File: config.mk
export PLATFORM = sky130hd
export DESIGN_NAME = ptz_command_message_decoder_top_flat
export DESIGN_NICKNAME = d
export VERILOG_FILES = /design/src/sv/pcmd_pkg.sv /design/src/sv/pcmd_stream_if.sv /design/src/sv/pcmd_csr.sv /design/src/sv/pcmd_decode.sv /design/src/sv/ptz_command_message_decoder_top.sv /design/src/flat_wrapper.sv
export SDC_FILE = /design/constraint.sdc
export NUM_CORES = 1
export LEC_CHECK = 0
export ABC_AREA = 1
export BUFFER_PORTS_ARGS = -buffer_cell sky130_fd_sc_hd__buf_4
export CAP_MARGIN = 20
export CELL_PAD_IN_SITES_DETAIL_PLACEMENT = 1
export CELL_PAD_IN_SITES_GLOBAL_PLACEMENT = 1
export CORE_ASPECT_RATIO = 1.2
export CORE_MARGIN = 1.5
export CORE_UTILIZATION = 36
export DETAILED_ROUTE_END_ITERATION = 12
export GPL_ROUTABILITY_DRIVEN = 1
export GPL_TIMING_DRIVEN = 0
export HOLD_SLACK_MARGIN = 0.03
export MAX_ROUTING_LAYER = met4
export PLACE_DENSITY = 0.85
export SLEW_MARGIN = 20
export SYNTH_ARGS = -nofsm -noshare
export SYNTH_HDL_FRONTEND = slang
export SYNTH_SLANG_ARGS = --single-unit
File: constraint.sdc
create_clock -name clock -period 2.03 [get_ports clock]
set_clock_uncertainty 0.05 [all_clocks]
set_input_delay 0 -clock clock [delete_from_list [all_inputs] [get_ports clock]]
set_output_delay 0 -clock clock [all_outputs]
set_load 0.05 [all_outputs]
File: src/sv/pcmd_pkg.sv
// Package for the PTZ command message decoder.
// Holds the action codes, message framing constants and the byte position state type.
// No dependencies.
package pcmd_pkg;

   // Number of protocol bytes in one command message.
   localparam int unsigned MESSAGE_BYTES = 3;

   // Register index of the full speed register.
   localparam logic REG_FULL_SPEED = 1'b0;

   // Reset value of the full speed register.
   localparam logic [10:0] FULL_SPEED_RESET = 11'd2047;

   // Action codes reported on the result channel.
   localparam logic [3:0] ACT_NONE       = 4'd0;
   localparam logic [3:0] ACT_PAN_L      = 4'd1;
   localparam logic [3:0] ACT_PAN_R      = 4'd2;
   localparam logic [3:0] ACT_TILT_D     = 4'd3;
   localparam logic [3:0] ACT_TILT_U     = 4'd4;
   localparam logic [3:0] ACT_ZOOM_IN    = 4'd5;
   localparam logic [3:0] ACT_ZOOM_OUT   = 4'd6;
   localparam logic [3:0] ACT_FOC_FAR    = 4'd7;
   localparam logic [3:0] ACT_FOC_NEAR   = 4'd8;
   localparam logic [3:0] ACT_IRIS_OPEN  = 4'd9;
   localparam logic [3:0] ACT_IRIS_CLOSE = 4'd10;
   localparam logic [3:0] ACT_CAM_OFF    = 4'd11;
   localparam logic [3:0] ACT_CAM_ON     = 4'd12;
   localparam logic [3:0] ACT_WIPER      = 4'd13;
   localparam logic [3:0] ACT_RECALL     = 4'd14;
   localparam logic [3:0] ACT_STORE      = 4'd15;

   // Command field values of the second byte.
   localparam logic [1:0] CMD_LENS   = 2'd0;
   localparam logic [1:0] CMD_AUX    = 2'd1;
   localparam logic [1:0] CMD_RECALL = 2'd2;
   localparam logic [1:0] CMD_STORE  = 2'd3;

   // Extra field value that selects full speed on a pan/tilt command.
   localparam logic [2:0] EXTRA_FULL = 3'd7;

   // Position within a message, one-hot.
   typedef enum logic [2:0] {
      POS_FIRST  = 3'b001,
      POS_SECOND = 3'b010,
      POS_THIRD  = 3'b100
   } byte_pos_type;

endpackage

File: src/sv/pcmd_stream_if.sv
// Handshake channel interfaces of the PTZ command message decoder.
// pcmd_req_if carries received bytes, pcmd_rsp_if carries decoded commands.
// No dependencies.
interface pcmd_req_if;
   logic       valid;
   logic       ready;
   logic [7:0] rx_byte;

   modport source (output valid, output rx_byte, input ready);
   modport sink (input valid, input rx_byte, output ready);
endinterface

interface pcmd_rsp_if;
   logic        valid;
   logic        ready;
   logic [10:0] receiver;
   logic        receiver_changed;
   logic [3:0]  action;
   logic [10:0] speed;
   logic [3:0]  preset;

   modport source (output valid, output receiver, output receiver_changed,
                   output action, output speed, output preset, input ready);
   modport sink (input valid, input receiver, input receiver_changed,
                 input action, input speed, input preset, output ready);
endinterface

File: src/sv/pcmd_csr.sv
// Configuration register block of the PTZ command message decoder.
// APB-style write and read of the full speed register; uses pcmd_pkg.
module pcmd_csr import pcmd_pkg::*; (
   input  logic        clock,
   input  logic        reset,
   input  logic        psel,
   input  logic        penable,
   input  logic        pwrite,
   input  logic [2:0]  paddr,
   input  logic [31:0] pwdata,
   output logic [31:0] prdata,
   output logic        pready,
   output logic [10:0] full_speed
);

   logic [10:0] full_speed_ff;
   logic [10:0] full_speed_in;
   logic        reg_index;
   logic        write_en;

   // The register index is the word address.
   assign reg_index = paddr[2];
   assign pready    = 1'b1;
   assign write_en  = psel && penable && pwrite && pready;

   // Register update on a completed write transaction.
   always_comb begin
      full_speed_in = full_speed_ff;
      if (write_en && (reg_index == REG_FULL_SPEED)) begin
         full_speed_in = pwdata[10:0];
      end
   end

   always_ff @(posedge clock) begin
      if (reset) begin
         full_speed_ff <= FULL_SPEED_RESET;
      end else begin
         full_speed_ff <= full_speed_in;
      end
   end

   // Read data; addresses beyond the register read as zero.
   always_comb begin
      prdata = 32'd0;
      if (reg_index == REG_FULL_SPEED) begin
         prdata = {21'd0, full_speed_ff};
      end
   end

   assign full_speed = full_speed_ff;

endmodule

File: src/sv/pcmd_decode.sv
// Message assembly and command decode of the PTZ command message decoder.
// Collects three bytes and registers one decoded command; uses pcmd_pkg and the channel interfaces.
module pcmd_decode import pcmd_pkg::*; (
   input  logic        clock,
   input  logic        reset,
   input  logic [10:0] full_speed,
   pcmd_req_if.sink    req,
   pcmd_rsp_if.source  rsp
);

   byte_pos_type pos_ff, pos_in;
   logic [7:0]   first_byte_ff, first_byte_in;
   logic [7:0]   second_byte_ff, second_byte_in;
   logic [10:0]  last_receiver_ff, last_receiver_in;

   logic         rsp_valid_ff, rsp_valid_in;
   logic [10:0]  receiver_ff, receiver_in;
   logic         changed_ff, changed_in;
   logic [3:0]   action_ff, action_in;
   logic [10:0]  speed_ff, speed_in;
   logic [3:0]   preset_ff, preset_in;

   logic         accept;
   logic         complete;
   logic [1:0]   cmd;
   logic [2:0]   extra;
   logic [10:0]  recv;
   logic [3:0]   dec_action;
   logic [10:0]  dec_speed;
   logic [3:0]   dec_preset;

   // A byte is taken whenever the result register is empty or is being emptied.
   assign req.ready = !rsp_valid_ff || rsp.ready;
   assign accept    = req.valid && req.ready;
   assign complete  = accept && (pos_ff == POS_THIRD);

   // Byte position tracking; a first byte without bit 7 is dropped.
   always_comb begin
      pos_in         = pos_ff;
      first_byte_in  = first_byte_ff;
      second_byte_in = second_byte_ff;
      if (accept) begin
         unique case (pos_ff)
            POS_FIRST: begin
               if (req.rx_byte[7]) begin
                  first_byte_in = req.rx_byte;
                  pos_in        = POS_SECOND;
               end
            end
            POS_SECOND: begin
               second_byte_in = req.rx_byte;
               pos_in         = POS_THIRD;
            end
            POS_THIRD: begin
               pos_in = POS_FIRST;
            end
            default: begin
               pos_in = POS_FIRST;
            end
         endcase
      end
   end

   // Field extraction from the held bytes and the incoming third byte.
   assign cmd   = second_byte_ff[5:4];
   assign extra = second_byte_ff[3:1];
   assign recv  = 11'd1 + {1'b0, first_byte_ff[3:0], second_byte_ff[0], req.rx_byte[6:2]};

   // Command decode.
   always_comb begin
      dec_action = ACT_NONE;
      dec_speed  = 11'd0;
      dec_preset = 4'd0;
      if (req.rx_byte[1]) begin
         // Pan/tilt command with a stepped speed.
         case (cmd)
            2'd0:    dec_action = ACT_TILT_D;
            2'd1:    dec_action = ACT_TILT_U;
            2'd2:    dec_action = ACT_PAN_L;
            default: dec_action = ACT_PAN_R;
         endcase
         if (extra == EXTRA_FULL) begin
            dec_speed = full_speed;
         end else begin
            dec_speed = {3'(extra + 3'd1), 8'h00};
         end
      end else begin
         unique case (cmd)
            CMD_LENS: begin
               case (extra)
                  3'd0:    dec_action = ACT_TILT_D;
                  3'd1:    dec_action = ACT_IRIS_OPEN;
                  3'd2:    dec_action = ACT_FOC_FAR;
                  3'd3:    dec_action = ACT_ZOOM_IN;
                  3'd4:    dec_action = ACT_IRIS_CLOSE;
                  3'd5:    dec_action = ACT_FOC_NEAR;
                  3'd6:    dec_action = ACT_ZOOM_OUT;
                  default: dec_action = ACT_PAN_L;
               endcase
               if ((extra == 3'd0) || (extra == 3'd7)) begin
                  dec_speed = full_speed;
               end
            end
            CMD_AUX: begin
               // Unused aux codes still give a result, with no action.
               case (extra)
                  3'd0:    dec_action = ACT_TILT_U;
                  3'd1:    dec_action = ACT_PAN_R;
                  3'd2:    dec_action = ACT_CAM_OFF;
                  3'd3:    dec_action = ACT_CAM_ON;
                  3'd7:    dec_action = ACT_WIPER;
                  default: dec_action = ACT_NONE;
               endcase
               if ((extra == 3'd0) || (extra == 3'd1)) begin
                  dec_speed = full_speed;
               end
            end
            CMD_RECALL: begin
               dec_action = ACT_RECALL;
               dec_preset = {1'b0, extra} + 4'd1;
            end
            CMD_STORE: begin
               dec_action = ACT_STORE;
               dec_preset = {1'b0, extra} + 4'd1;
            end
            default: begin
               dec_action = ACT_NONE;
            end
         endcase
      end
   end

   // Result register and last receiver update.
   always_comb begin
      rsp_valid_in     = rsp_valid_ff && !rsp.ready;
      receiver_in      = receiver_ff;
      changed_in       = changed_ff;
      action_in        = action_ff;
      speed_in         = speed_ff;
      preset_in        = preset_ff;
      last_receiver_in = last_receiver_ff;
      if (complete) begin
         rsp_valid_in     = 1'b1;
         receiver_in      = recv;
         changed_in       = (recv != last_receiver_ff);
         action_in        = dec_action;
         speed_in         = dec_speed;
         preset_in        = dec_preset;
         last_receiver_in = recv;
      end
   end

   always_ff @(posedge clock) begin
      if (reset) begin
         pos_ff           <= POS_FIRST;
         first_byte_ff    <= 8'd0;
         second_byte_ff   <= 8'd0;
         last_receiver_ff <= 11'd0;
         rsp_valid_ff     <= 1'b0;
      end else begin
         pos_ff           <= pos_in;
         first_byte_ff    <= first_byte_in;
         second_byte_ff   <= second_byte_in;
         last_receiver_ff <= last_receiver_in;
         rsp_valid_ff     <= rsp_valid_in;
      end
   end

   always_ff @(posedge clock) begin
      receiver_ff <= receiver_in;
      changed_ff  <= changed_in;
      action_ff   <= action_in;
      speed_ff    <= speed_in;
      preset_ff   <= preset_in;
   end

   assign rsp.valid            = rsp_valid_ff;
   assign rsp.receiver         = receiver_ff;
   assign rsp.receiver_changed = changed_ff;
   assign rsp.action           = action_ff;
   assign rsp.speed            = speed_ff;
   assign rsp.preset           = preset_ff;

endmodule

File: src/sv/ptz_command_message_decoder_top.sv
// Top level of the PTZ command message decoder.
// Instantiates pcmd_csr and pcmd_decode; uses pcmd_pkg and the channel interfaces.
//
//   Channel   Direction  Transaction
//   req       in         one received protocol byte (rx_byte)
//   rsp       out        one decoded command per completed three-byte message
//   csr_      in/out     APB-style access to the full speed register
//
// One byte is accepted every cycle while req.ready is high; a completed message
// appears on rsp in the cycle after its third byte, through a single result register.
// The input stays ready while a result waits, as long as rsp.ready takes it in
// the same cycle; only a result held under back-pressure stalls req.
// Reset is synchronous and returns the block to waiting for a first byte,
// with no previous receiver and full speed at 2047.
module ptz_command_message_decoder_top import pcmd_pkg::*; (
   input  logic        clock,
   input  logic        reset,
   pcmd_req_if.sink    req,
   pcmd_rsp_if.source  rsp,
   input  logic        csr_psel,
   input  logic        csr_penable,
   input  logic        csr_pwrite,
   input  logic [2:0]  csr_paddr,
   input  logic [31:0] csr_pwdata,
   output logic [31:0] csr_prdata,
   output logic        csr_pready
);

   logic [10:0] full_speed;

   // Configuration register.
   pcmd_csr u_csr (
      .clock      (clock),
      .reset      (reset),
      .psel       (csr_psel),
      .penable    (csr_penable),
      .pwrite     (csr_pwrite),
      .paddr      (csr_paddr),
      .pwdata     (csr_pwdata),
      .prdata     (csr_prdata),
      .pready     (csr_pready),
      .full_speed (full_speed)
   );

   // Message assembly and decode.
   pcmd_decode u_decode (
      .clock      (clock),
      .reset      (reset),
      .full_speed (full_speed),
      .req        (req),
      .rsp        (rsp)
   );

   // With no result pending the block must take the next byte.
   a_ready_when_empty: assert property (@(posedge clock) disable iff (reset)
      !rsp.valid |-> req.ready)
      else $error("req not ready while result register empty");

   // A decoded receiver address is never zero.
   a_receiver_nonzero: assert property (@(posedge clock) disable iff (reset)
      rsp.valid |-> (rsp.receiver != 11'd0))
      else $error("decoded receiver address is zero");

   // A speed is only reported with a pan or tilt action.
   a_speed_action: assert property (@(posedge clock) disable iff (reset)
      (rsp.valid && (rsp.speed != 11'd0)) |->
         ((rsp.action == ACT_PAN_L) || (rsp.action == ACT_PAN_R) ||
          (rsp.action == ACT_TILT_D) || (rsp.action == ACT_TILT_U)))
      else $error("speed reported without pan or tilt action");

   // A preset is reported exactly with recall and store.
   a_preset_action: assert property (@(posedge clock) disable iff (reset)
      rsp.valid |->
         ((rsp.preset != 4'd0) ==
          ((rsp.action == ACT_RECALL) || (rsp.action == ACT_STORE))))
      else $error("preset and action disagree");

endmodule
File: src/flat_wrapper.sv
// flat-port wrapper written by rule: the top's interface ports become plain ports
module ptz_command_message_decoder_top_flat import pcmd_pkg::*;
  (clock, reset, csr_psel, csr_penable, csr_pwrite, csr_paddr, csr_pwdata, csr_prdata, csr_pready, req_valid, req_rx_byte, req_ready, rsp_valid, rsp_receiver, rsp_receiver_changed, rsp_action, rsp_speed, rsp_preset, rsp_ready);
  pcmd_req_if req_i ();
  pcmd_rsp_if rsp_i ();
  input  logic clock;
  input  logic reset;
  input  logic csr_psel;
  input  logic csr_penable;
  input  logic csr_pwrite;
  input  logic [2:0] csr_paddr;
  input  logic [31:0] csr_pwdata;
  output logic [31:0] csr_prdata;
  output logic csr_pready;
  input wire logic [$bits(req_i.valid)-1:0] req_valid;
  input wire logic [$bits(req_i.rx_byte)-1:0] req_rx_byte;
  output wire logic [$bits(req_i.ready)-1:0] req_ready;
  output wire logic [$bits(rsp_i.valid)-1:0] rsp_valid;
  output wire logic [$bits(rsp_i.receiver)-1:0] rsp_receiver;
  output wire logic [$bits(rsp_i.receiver_changed)-1:0] rsp_receiver_changed;
  output wire logic [$bits(rsp_i.action)-1:0] rsp_action;
  output wire logic [$bits(rsp_i.speed)-1:0] rsp_speed;
  output wire logic [$bits(rsp_i.preset)-1:0] rsp_preset;
  input wire logic [$bits(rsp_i.ready)-1:0] rsp_ready;
  assign req_i.valid = req_valid;
  assign req_i.rx_byte = req_rx_byte;
  assign req_ready = req_i.ready;
  assign rsp_valid = rsp_i.valid;
  assign rsp_receiver = rsp_i.receiver;
  assign rsp_receiver_changed = rsp_i.receiver_changed;
  assign rsp_action = rsp_i.action;
  assign rsp_speed = rsp_i.speed;
  assign rsp_preset = rsp_i.preset;
  assign rsp_i.ready = rsp_ready;
  ptz_command_message_decoder_top u_core (.clock(clock), .reset(reset), .req(req_i), .rsp(rsp_i), .csr_psel(csr_psel), .csr_penable(csr_penable), .csr_pwrite(csr_pwrite), .csr_paddr(csr_paddr), .csr_pwdata(csr_pwdata), .csr_prdata(csr_prdata), .csr_pready(csr_pready));
endmodule
### Yosys cells after proc, flatten, opt, wreduce, memory -nomap -nowiden

Cells that the tools add are included.

| cells by class | value |
|---|---|
| bitwise gates (word level) | 2 |
| muxes and demuxes | 14 |
| add/subtract/negate cells | 3 |
| equal/unequal tests | 15 |
| reductions and logical operators | 18 |

Operator list:

| kind | number |
|---|---|
| $mux W11 | 5 |
| $pmux W4 S7 | 1 |
| $pmux W11 S2 | 1 |
| $pmux W4 S5 | 1 |
| $pmux W4 S4 | 1 |
| $eq A3 B3 Y1 const B | 5 |
| $add A1 B10 Y11 const A | 1 |
| $ne A11 B11 Y1 | 1 |
| $eq A3 B2 Y1 const B | 3 |
| $pmux W3 S3 | 1 |
| $eq A3 B1 Y1 const B | 2 |
| $logic_and A1 B1 Y1 | 6 |
| $pmux W3 S2 | 1 |
| $add A3 B1 Y4 const B | 1 |
| $eq A2 B2 Y1 const B | 2 |
| $mux W4 | 1 |
| $reduce_and A2 Y1 | 2 |
| $reduce_or A2 Y1 | 2 |
| $add A3 B1 Y3 const B | 1 |
| $logic_not A3 Y1 | 1 |
| $logic_or A1 B1 Y1 | 3 |
| $mux W3 | 1 |
| $reduce_and A3 Y1 | 1 |
| $eq A2 B1 Y1 const B | 1 |
| 5 further kinds | 7 |

| word-level totals | value |
|---|---|
| output and inout port bits | 66 |
| register bits after elaboration | 67 |
| word-level logic and storage cells | 63 |
| bits of input ports | 50 |

### Longest topological paths before layout

| depth | value |
|---|---|
| depth in word-level cells | 5 |
| depth in mapped cells | 10 |
| gate-level depth less buffers | 10 |

### Modules after synthesis

Synthesis repeated with hierarchy kept, for this count alone.

| second synthesis, totals | value |
|---|---|
| cells, all modules | 454 |
| area total of the unflattened synthesis | 3,534.6 um2 |

Modules (own cells, without submodules):

| module | seq. area each (um2) | times used | cells each | area each (um2) |
|---|---|---|---|---|
| pcmd_decode | 1,431.4 | 1 | 353 | 2,850.2 |
| pcmd_csr | 220.2 | 1 | 101 | 684.4 |

### Worst setup path after synthesis

OpenSTA, ideal clock, no wires.

| timing path | value |
|---|---|
| path type | register to register |
| from | register u_core.u_decode.rsp_valid_ff, in the netlist u_core.u_decode.rsp.valid |
| to | register u_core.u_decode.last_receiver_ff[10] |
| setup time | 130 ps |
| required time | 1,850 ps |
| path slack | 112 ps |
| cell stages (with the launch flop) | 9 |
| arrival | 1,737 ps |
| cells stage by stage | dfxtp_1 > nand2_2 > nand2_4 > inv_2 > nand2_2 > inv_2 > buf_6 > o21ai_1 > a21oi_1 |

| between the ends | value |
|---|---|
| cells in the longest elaborated chain, start to end | 4 |

Ends and longest elaborated chain:

| element | RTL line | text |
|---|---|---|
| start, declared | pcmd_decode.sv:16 | `logic rsp_valid_ff, rsp_valid_in;` |
| start signal, assigned | pcmd_decode.sv:165 | `rsp_valid_ff <= rsp_valid_in;` |
| $logic_not A1 Y1 | pcmd_decode.sv:33 | `assign req.ready = !rsp_valid_ff \|\| rsp.ready;` |
| $logic_or A1 B1 Y1 | pcmd_decode.sv:33 |  |
| net req_ready | flat_wrapper.sv:17 | `output wire logic [$bits(req_i.ready)-1:0] req_ready;` |
| $logic_and A1 B1 Y1 | pcmd_decode.sv:34 | `assign accept = req.valid && req.ready;` |
| $logic_and A1 B1 Y1 | pcmd_decode.sv:35 | `assign complete = accept && (pos_ff == POS_THIRD);` |
| net u_core.u_decode.complete | pcmd_decode.sv:24 | `logic complete;` |
| end signal, assigned | pcmd_decode.sv:164 | `last_receiver_ff <= last_receiver_in;` |
| end, declared | pcmd_decode.sv:14 | `logic [10:0] last_receiver_ff, last_receiver_in;` |

The timed path passes the listed nets, and every way through them passes these cells.
A chain may end at the register's enable or synchronous reset.

### Final worst setup path

| timing path | value |
|---|---|
| from | register u_core.u_decode.second_byte_ff[4] |
| to | register u_core.u_decode.speed_ff[3], in the netlist u_core.u_decode.rsp.speed[3], data pin |

| between the ends | value |
|---|---|
| cells in the longest elaborated chain, start to end | 3 |
| elaborated cells on any way between the ends | 4 |
| those cells by class | eq/ne: 1; mux: 2; reduce/logical: 1 |

Ends and longest elaborated chain:

| element | RTL line | text |
|---|---|---|
| start, declared | pcmd_decode.sv:13 | `logic [7:0] second_byte_ff, second_byte_in;` |
| start signal, assigned | pcmd_decode.sv:163 | `second_byte_ff <= second_byte_in;` |
| $eq A2 B1 Y1 / $logic_not A2 Y1 (equally long branches) | pcmd_decode.sv:88 | `unique case (cmd)` |
| $pmux W11 S2 * | pcmd_decode.sv:88 |  |
| $mux W11 * | pcmd_decode.sv:74 | `if (req.rx_byte[1]) begin` |
| net u_core.u_decode.dec_speed[3] | pcmd_decode.sv:29 | `logic [10:0] dec_speed;` |
| end signal, assigned | pcmd_decode.sv:173 | `speed_ff <= speed_in;` |
| end, declared | pcmd_decode.sv:20 | `logic [10:0] speed_ff, speed_in;` |

Mark *: on every way through the listed nets, which the timed path passes. The rest lies on a longest branch.

==> impl_metrics.json <==
{
  "status": "complete, no violations",
  "antenna_found_initial": 0,
  "first_global_vias": 3367,
  "ys_seq_elements": 67,
  "start_kind": "register",
  "synth.avg_cell_area_um2": 8.39,
  "vias": 3238,
  "cp-end-kind": "register",
  "drive_gt1_frac": 0.258,
  "fill_cells": 1129,
  "finalCriticalPeriod_ps": 1870,
  "final_nets": 599,
  "total_power_mw": 3.61,
  "p_leak_nw": 2.18,
  "grt_first_pass_wirelength_mm": 17.0,
  "place_hpwl_mm": 7.08,
  "min_path_cells": 4,
  "dieArea_um2": 10200,
  "placedCellCount": 625,
  "avgRoutedWirePerCell_um": 16.2,
  "synth_area_um2": 3460,
  "dr.pass1.iters": 4,
  "yosysWarnings": 0,
  "synth_edf_count": 31,
  "area_growth_pct": 37.9,
  "start_util": 0.367,
  "cts_buffers": 9,
  "cts.sinks": 67,
  "fmax_ghz": 0.535,
  "setup_viol": 0,
  "synth-async-reset-ratio": 0,
  "pin_count": 116,
  "drt-initial-drc-count": 93,
  "hold_path.class": "primary input to register",
  "htree_levels": 3,
  "powerDensity_nw_per_um2": 758,
  "ir_drop_mv": 0.376,
  "cap_violations": 0,
  "finalSetupTns_ps": 0,
  "critical_path_required_ps": 2050,
  "drc": 0,
  "synth_cells": 412,
  "rsz0062_at_grt": "false",
  "ys.flop_type": "dfxtp_1",
  "core_um2": 9420,
  "worstMarginPinSlew_ps": 600,
  "ant_nets": 0,
  "globalplace.congestion": 0.909,
  "cts_tree": "built",
  "grt_max_degree": 41,
  "gr-usage-all-layers": 0.222,
  "wirelength_mm": 10.8,
  "port_buffers": 70,
  "cts.root.buffer_cell": "clkbuf_16",
  "path_max_fanout": 10,
  "fin_crit_sh": 0.921,
  "cp.arrival_ps": 1890,
  "hold_viol": 0,
  "vias_per_cell": 4.87,
  "cts_max_path_buffers": 2,
  "rows": 39,
  "whs_ps": 50.3,
  "clk_pin_slew_worst_paths_ps": 60,
  "antennaDiodeCount": 0,
  "relSlewSlack": 0.600,
  "final_cells": 665,
  "reg2regPathDepth": 8,
  "worstSetupPathType": "register to register",
  "post-cts-setup-buffer-count": 0,
  "pre_cts_slack_ps": 180,
  "fin_ws_ps": 161,
  "die_x_um": 92.5,
  "die_y_um": 110,
  "synth_cell_types": 35,
  "clock_latency_ps": 330,
  "overflow": 0,
  "ys_seq_area_frac": 0.478,
  "drv_slew": 0
}
## cell usage after synthesis, types with 2 or more instances
master     n  area share
buf_6      2      0.0065
inv_1     55       0.060
nor2_2     4      0.0072
o21ai_1    3      0.0043
a21oi_1   29       0.042
o211ai_1  13       0.028
nor3_1    11       0.016
a211oi_1   4      0.0087
clkbuf_1   6      0.0065
nor2_1    37       0.040
inv_2      7      0.0076
dfxtp_1   36        0.21
o21ai_2    2      0.0051
nand4_1    4      0.0072
nor2_4     3      0.0098
nand3b_1   4      0.0087
nand3_2    2      0.0058
edfxtp_1  31        0.27
nand3_1   18       0.026
nand2_1   63       0.068
conb_1     2      0.0022
o21ai_0   25       0.036
nand2_2    7       0.013
buf_4     22       0.048
ha_1      12       0.043
## logic make-up (layout without fill, tap and decap cells)
logic type,Yosys count,in the layout,synth area share
buffers and inverters,94,204,0.131
AOI/OAI and AO/OA,79,79,0.131
other,2,22,0.00217
DFF,67,67,0.478
xor gates and xnor gates,2,2,0.00507
and+or+nand+nor,156,156,0.210
adders and majority gates,12,12,0.0434
## through the flow
step | cell area [um2] | util
global placement | 4210 | 0.447
finish | 4770 | 0.506
global route | 4770 | 0.506
detailed placement | 4210 | 0.447
floorplan | 3530 | -
CTS | 4760 | 0.506
## final timing paths
kind / slack (ps) / startpoint / to
worst max-delay path: 160 / u_core.u_decode.second_byte_ff[4]$_SDFFE_PP0P_ / u_core.u_decode.rsp.speed[3]$_DFFE_PP_
worst min-delay path: 50 / req_rx_byte[6] / u_core.u_decode.last_receiver_ff[4]$_SDFFE_PP0P_
worst max register to register: 160 / u_core.u_decode.second_byte_ff[4]$_SDFFE_PP0P_ / u_core.u_decode.rsp.speed[3]$_DFFE_PP_
worst min register to register: 430 / u_core.u_decode.last_receiver_ff[5]$_SDFFE_PP0P_ / u_core.u_decode.last_receiver_ff[5]$_SDFFE_PP0P_
## report_power, final
group	switching (mW)	internal, mW	total, mW
combinational	0.347	0.179	0.526
clock	0.597	1.02	1.62
sequential	0.0257	1.44	1.46
total	0.970	2.64	3.61
## cell usage in the layout, fill, tap and decap left out, types with 7 or more instances in the layout
cell           Yosys  layout
buf_4             22      92
nand2_1           63      63
inv_1             55      55
nor2_1            37      37
dfxtp_1           36      35
edfxtp_1          31      31
a21oi_1           29      29
o21ai_0           25      25
dlygate4sd3_1      0      24
conb_1             2      22
nand3_1           18      18
o211ai_1          13      13
ha_1              12      12
nor3_1            11      11
clkbuf_16          0      10
inv_2              7       7
nand2_2            7       7
## routing by layer
metal / share of wire / GRT usage / vias to the layer above
met5: 0 / - / -
met4: 0.011 / 0.0648 / 0
met3: 0.052 / 0.0398 / 12
met2: 0.56 / 0.435 / 98
met1: 0.37 / 0.223 / 1560
li1: - / - / 1568
## worst max-delay path: stages (launching register included)
cell and delay (ps):
dfxtp_1 420, inv_1 90, ha_1 200, clkbuf_2 160, nand2_1 100, a21oi_1 40, nor3_1 280, buf_6 200
nor3_1 60
## area by class of cell
cell class,count,area [um2],area share
Buffer,32,220,0.0462
Clock buffer,10,250,0.0525
Clock inverter,6,62.6,0.0131
Inverter,62,233,0.0488
Multi-Input combinational cell,271,1430,0.300
Sequential cell,67,1650,0.347
Tap cell,123,154,0.0323
Timing Repair Buffer,94,766,0.161
## what timing repair did
item                                    4_1_cts  5_1_grt
endpoints found under the setup margin        0        2
hold endpoints to repair                     29        0
gates resized for setup                       0        1
hold buffers                                 24        0
## registers in the layout, indices dropped and copies added (netlist names)
register and count:
u_core.u_csr.full_speed 11, u_core.u_decode.last_receiver_ff 11, u_core.u_decode.rsp.receiver 11, u_core.u_decode.rsp.speed 11, u_core.u_decode.second_byte_ff 6, u_core.u_decode.first_byte_ff 4
u_core.u_decode.rsp.action 4, u_core.u_decode.rsp.preset 4, u_core.u_decode.pos_ff 3, u_core.u_decode.rsp.receiver_changed 1, u_core.u_decode.rsp.valid 1
Power figures use the tool's default switching activity.
